## config.mk

```make
export PLATFORM = sky130hd
export DESIGN_NAME = dtpc_ctrl
export DESIGN_NICKNAME = d
export VERILOG_FILES = /design/src/dtpc_pkg.sv /design/src/dtpc_ctrl.sv
export SDC_FILE = /design/constraint.sdc
export NUM_CORES = 1
export LEC_CHECK = 0
export CAP_MARGIN = 10
export CORE_UTILIZATION = 35
export DETAILED_ROUTE_END_ITERATION = 12
export DONT_BUFFER_PORTS = 1
export GPL_ROUTABILITY_DRIVEN = 0
export PLACE_DENSITY = 0.57
export SLEW_MARGIN = 15
export SYNTH_ARGS = -nofsm -noshare
export SYNTH_HDL_FRONTEND = slang
export SYNTH_SLANG_ARGS = --single-unit
```

## constraint.sdc

```tcl
create_clock -name clk_i -period 3 [get_ports clk_i]
set_clock_uncertainty 0.1 [all_clocks]
set_input_delay 0.6 -clock clk_i [delete_from_list [all_inputs] [get_ports clk_i]]
set_output_delay 0.6 -clock clk_i [all_outputs]
set_load 0.02 [all_outputs]
```

## src/dtpc_pkg.sv

```systemverilog
package dtpc_pkg;
  localparam int unsigned MaxPoints = 1024;
  localparam int unsigned CoordBits = 31;
  localparam int unsigned DistBits = 31;
  localparam int unsigned IdxInBits = 10;
  localparam int unsigned OutBits = 11;
  localparam logic OpLoad = 1'b0;
  localparam logic OpRead = 1'b1;

  // controller -> datapath commands
  typedef struct packed {
    logic load;        // write point at point count
    logic new_set;     // restart point count / cluster count
    logic clear_run;   // reset head/tail/done/cc/seed ptr
    logic seed_rd;     // issue label read at seed pointer
    logic seed_step;   // seed pointer advance
    logic seed_take;   // label seed, push, cc++
    logic deq;         // pop queue head into k
    logic kx_rd;       // read coords of k
    logic kx_lat;      // latch coords of k
    logic scan_init_l; // j = k (left scan)
    logic scan_init_r; // j = k+1 (right scan)
    logic cand_rd;     // read candidate coords+label
    logic cand_eval;   // evaluate, maybe label+push, advance j
    logic finish;      // store cluster counter
    logic rd_label;    // read label for op 1
  } dtpc_cmd_t;

  typedef struct packed {
    logic queue_empty;
    logic all_done;
    logic seed_end;    // seed ptr reached n
    logic seed_free;   // label at seed ptr is zero
    logic left_end;    // left scan exhausted
    logic right_end;   // right scan exhausted
    logic stop;        // x gap stops scan
    logic scan_left;
  } dtpc_sts_t;
endpackage

```

## src/dtpc_ctrl.sv

```systemverilog
module dtpc_ctrl (
  input  logic                clk_i,
  input  logic                rst_ni,
  input  logic                start_i,
  input  logic                op_i,
  input  logic                last_i,
  input  dtpc_pkg::dtpc_sts_t sts_i,
  output dtpc_pkg::dtpc_cmd_t cmd_o,
  output logic                busy_o,
  output logic                done_o,
  output logic                is_label_o
);
  typedef enum logic [3:0] {
    S_IDLE, S_CHECK, S_SEED_RD, S_SEED_CHK, S_DEQ, S_KRD, S_KLAT,
    S_CRD, S_CEVAL, S_CSQ, S_FIN
  } state_e;

  state_e state_q, state_d;
  logic   closed_q, closed_d, busy_q, done_q, done_d, isl_q, isl_d;
  logic   acc;
  assign acc = start_i && !busy_q;

  always_comb begin
    cmd_o    = '0;
    state_d  = state_q;
    closed_d = closed_q;
    done_d   = 1'b0;
    isl_d    = 1'b0;
    case (state_q)
      S_IDLE: if (acc) begin
        if (op_i == dtpc_pkg::OpRead) begin
          // label comes out of the memory register in the result cycle
          cmd_o.rd_label = 1'b1; done_d = 1'b1; isl_d = 1'b1;
        end else begin
          cmd_o.load = 1'b1; cmd_o.new_set = closed_q; closed_d = 1'b0;
          if (last_i) begin
            state_d = S_CHECK;
          end
        end
      end
      S_CHECK: begin
        cmd_o.clear_run = 1'b1;
        state_d = S_DEQ;  // DEQ sees empty queue -> seeding path
      end
      S_DEQ: begin
        if (sts_i.all_done) state_d = S_FIN;
        else if (sts_i.queue_empty) begin
          state_d = S_SEED_RD;
        end else begin
          cmd_o.deq = 1'b1; state_d = S_KRD;
        end
      end
      S_SEED_RD: begin
        cmd_o.seed_rd = 1'b1; state_d = S_SEED_CHK;
      end
      S_SEED_CHK: begin
        if (sts_i.seed_end) state_d = S_FIN;
        else if (sts_i.seed_free) begin
          cmd_o.seed_take = 1'b1; state_d = S_DEQ;
        end else begin
          cmd_o.seed_step = 1'b1; state_d = S_SEED_RD;
        end
      end
      S_KRD: begin
        cmd_o.kx_rd = 1'b1; cmd_o.scan_init_l = 1'b1; state_d = S_KLAT;
      end
      S_KLAT: begin
        cmd_o.kx_lat = 1'b1;
        if (sts_i.left_end) begin
          cmd_o.scan_init_r = 1'b1;
        end
        state_d = S_CRD;
      end
      S_CRD: begin
        if (sts_i.scan_left ? sts_i.left_end : sts_i.right_end) begin
          if (sts_i.scan_left) cmd_o.scan_init_r = 1'b1;
          else state_d = S_DEQ;
        end else begin
          cmd_o.cand_rd = 1'b1; state_d = S_CEVAL;
        end
      end
      S_CEVAL: begin
        if (sts_i.stop) begin
          if (sts_i.scan_left) begin
            cmd_o.scan_init_r = 1'b1; state_d = S_CRD;
          end else state_d = S_DEQ;
        end else begin
          state_d = S_CSQ;  // squares registered this cycle
        end
      end
      S_CSQ: begin
        cmd_o.cand_eval = 1'b1; state_d = S_CRD;
      end
      S_FIN: begin
        cmd_o.finish = 1'b1; closed_d = 1'b1; done_d = 1'b1; state_d = S_IDLE;
      end
      default: state_d = S_IDLE;
    endcase
  end

  always_ff @(posedge clk_i or negedge rst_ni) begin
    if (!rst_ni) begin
      state_q <= S_IDLE; closed_q <= 1'b0; busy_q <= 1'b0;
      done_q <= 1'b0; isl_q <= 1'b0;
    end else begin
      state_q  <= state_d;
      closed_q <= closed_d;
      busy_q   <= (state_d != S_IDLE);
      done_q   <= done_d;
      isl_q    <= isl_d;
    end
  end

  assign busy_o     = busy_q;
  assign done_o     = done_q;
  assign is_label_o = isl_q;

  assert property (@(posedge clk_i) disable iff (!rst_ni) done_q |-> !busy_q)
    else $error("result while busy");
  assert property (@(posedge clk_i) disable iff (!rst_ni)
    (state_q == S_FIN) |=> (done_q && !isl_q))
    else $error("completion missing");
  assert property (@(posedge clk_i) disable iff (!rst_ni)
    $onehot0({cmd_o.seed_take, cmd_o.cand_eval, cmd_o.load}))
    else $error("label write conflict");
endmodule

```

==> results by group <==
Status
  • Status: finished, final reports clean

Floorplan
  • # IOs: 31
  • CORE AREA: between 1500 and 2000 µm²
  • Die Area: just under 2000 µm²
  • Die X: 44.4 µm
  • Rows: 14
  • Starting Density: 39.5%
  • Die Ht: 44.4 µm

CTS
  • CTS Root Cell: clkbuf_4
  • H-tree levels: 1
  • CTS Sinks: 8
  • CTS tree: built
  • Clock latency on the worst-skew pair: 0.25 ns
  • Clock slew at reported path FFs: roughly 0.05 ns
  • CTS buffer count: 3
  • Max clock buf depth: 2

Place
  • HPWL Detailed: 1.21 mm
  • Placed Instances: between 90 and 100
  • Port-buffer cells: 0
  • Placed cell areas: roughly 630 µm²

Synthesis
  • Synth area leaders: dfrtp_1, buf_4, nor2b_1
  • Yosys warnings: 0
  • FFs w/ async S/R, synth: 100%
  • Top cell type's share of synthesized area: a little under a third
  • Synthesis-stage register bit count: 8
  • Top_reg_cell synth: dfrtp_1
  • Synthesized area per cell: about 8.5 µm²
  • Synth Instances: 74
  • Mapped Area: 629 µm²
  • Area leader, netlist: dfrtp_1
  • Seq/Total Area, Yosys: 31.8%
  • Syn_nets: 87
  • Most numerous cell in the Yosys netlist: dfrtp_1
  • Most frequent cells after synthesis: dfrtp_1, nand2_1, nor2_1, o21ai_0
  • Unique cell type count in the Yosys netlist: 39
  • Number of flops mapped to enable cells by yosys: 0

Critical path
  • Worst r2r src: state_q[0]
  • CP Capture Type: primary output
  • FF-to-FF path depth: 5
  • Crit Path Category: reg2out
  • Data arrival, critical path: 1.93 ns
  • Worst endpoint required time: 2.30 ns
  • CP startpoint kind: flop
  • Crit path largest cell delay: 0.49 ns
  • Worst-path fanout max: 11
  • R2r setup slk: 0.72 ns
  • Crit-path cells: or2_2 -> nor3b_1 -> and3b_2 -> and2_1
  • R2r endpoint: busy_o
  • CP max-delay cell: dfrtp_1

GRT
  • Vias in the first global route: 522
  • Largest net degree at the start of global routing: 16
  • Total grt overflow: 0
  • Total Routing Usage GR: 17.7%
  • Antenna violations before repair: 0
  • Global-route wire length before repair: roughly 2.5 mm

STA
  • Fin. max-slew vios: 0
  • Post-route setup TNS: 0 ns
  • Hold slack final: 0.422 ns
  • Slew at the pin with the worst max-slew slack: 0.718 ns
  • Clock period minus final worst setup slack: 2.63 ns
  • Endpoints failing setup: 0
  • RSZ-0062 raised after global routing: false
  • Final Cycle Share: 87.7%
  • Final Hold Fails: 0
  • Fmax: 380 MHz
  • Slew HR: 52.0%

Worst hold path
  • Hold path startpoint: closed_q
  • Min-Delay Path Depth: 2
  • HP Class: reg2reg
  • Hold Path Sink: closed_q

Power and ir drop
  • LEAKAGE: 0.000270 µW
  • Maximum VDD drop: slightly above 0.6 mV
  • Cell Pwr Density: 1060 nW/µm²

Finish
  • Filler Cell Count: roughly 170
  • Share of layout cells above drive strength 1: 20.3%
  • Final instance area: 661 µm²
  • N_diodes: 0
  • Synth-to-Final Area Change: 4.97%
  • Fin nets: 89
  • Non-Filler Instances: ~100

Routing
  • WL final: 1.60 mm
  • Drt via density: 5.74
  • Antenna Nets Post-Route: 0
  • Via total after detailed routing: 563
  • Drt pass-1 iters: 4
  • DR iter-0 viols: 9
  • DRC viols: 0
  • Wire length per cell: 16.3 µm

Job
  • Max-Cap Viols: 0
==> worst max path at each step <==
| stage | startpoint | to | slack [ns] | cells after the start |
|---|---|---|---|---|
| final | state_q[2] | cmd_o[13] | 0.37 | 4 |
| after detailed placement | state_q[2] | cmd_o[13] | 0.63 | 4 |
| after floorplan | state_q[3] | cmd_o[9] | 0.74 | 2 |
| after CTS | state_q[2] | cmd_o[13] | 0.35 | 4 |
| after global routing | state_q[2] | cmd_o[13] | 0.26 | 4 |
| after global placement | state_q[2] | cmd_o[13] | 0.68 | 4 |
==> layout make-up <==
class	count	area [µm²]	area share, %
Clock buffer	3	22.5	3.41
Inverter	2	7.51	1.14
Multi-Input combinational cell	58	375	56.8
Tap cell	24	30.0	4.55
Timing Repair Buffer	3	25.0	3.79
Sequential cell	8	200	30.3
==> per-layer routing <==
metal	vias up	track usage (%)	wire length, µm
met3	0	6.12	103
met1	270	23.0	720
met5	-	0	0
li1	265	-	-
met2	28	27.6	774
met4	0	5.45	0
==> where the power goes <==
part           leakage, µW  internal, µW  switching [µW]
clock network    0.0000138          45.7            35.5
registers        0.0000971           150            92.0
logic             0.000159           150             228
total             0.000270           346             356
==> per-stage QoR <==
| stage | worst slack, ns | total power, µW | util, % |
|---|---|---|---|
| 2_1_floorplan | 0.744 | 566 | - |
| 3_3_place_gp | 0.681 | 610 | 39.4 |
| 3_5_place_dp | 0.634 | 614 | 39.4 |
| 4_1_cts | 0.354 | 703 | 41.4 |
| 5_1_grt | 0.263 | 752 | 41.4 |
| 6_report | 0.369 | 702 | 41.4 |
==> timing repair <==
action                                 CTS  global route
hold buffers                             1             0
endpoints found under the hold margin    8             0
gates resized for setup                  0             0
setup endpoints to repair                0             0
setup buffers                            0             0
==> cell usage in the layout (no fill, tap or decap), types with 2 or more instances in the layout <==
cell type	synthesis	final
nor3_1	2	2
nand2b_1	3	3
dfrtp_1	8	8
nor3b_1	3	3
o21ai_0	5	5
o21ai_1	2	2
clkbuf_4	0	3
nor2b_1	4	4
or2_2	2	2
nor2_1	6	6
nand2_1	6	6
nand3_1	2	2
buf_4	4	2
==> cell families after synthesis <==
kind of cell / count (synthesis) / synth area share [%]
simple gates: 40 / 37.4
compound gates: 16 / 18.9
flops: 8 / 31.8
buf+inv: 8 / 8.55
mux: 2 / 3.38
==> state kept, by name, summed over array words and instances (netlist names) <==
register / count
state_q: 4
closed_q: 1
done_o: 1
busy_o: 1
is_label_o: 1
==> critical path, delay by kind of cell, from the launching register on <==
kind / cells / cell delay (ns)
DFF: 1 / 0.49
and+or+nand+nor: 4 / 1.19
Power figures use the tool's default switching activity.
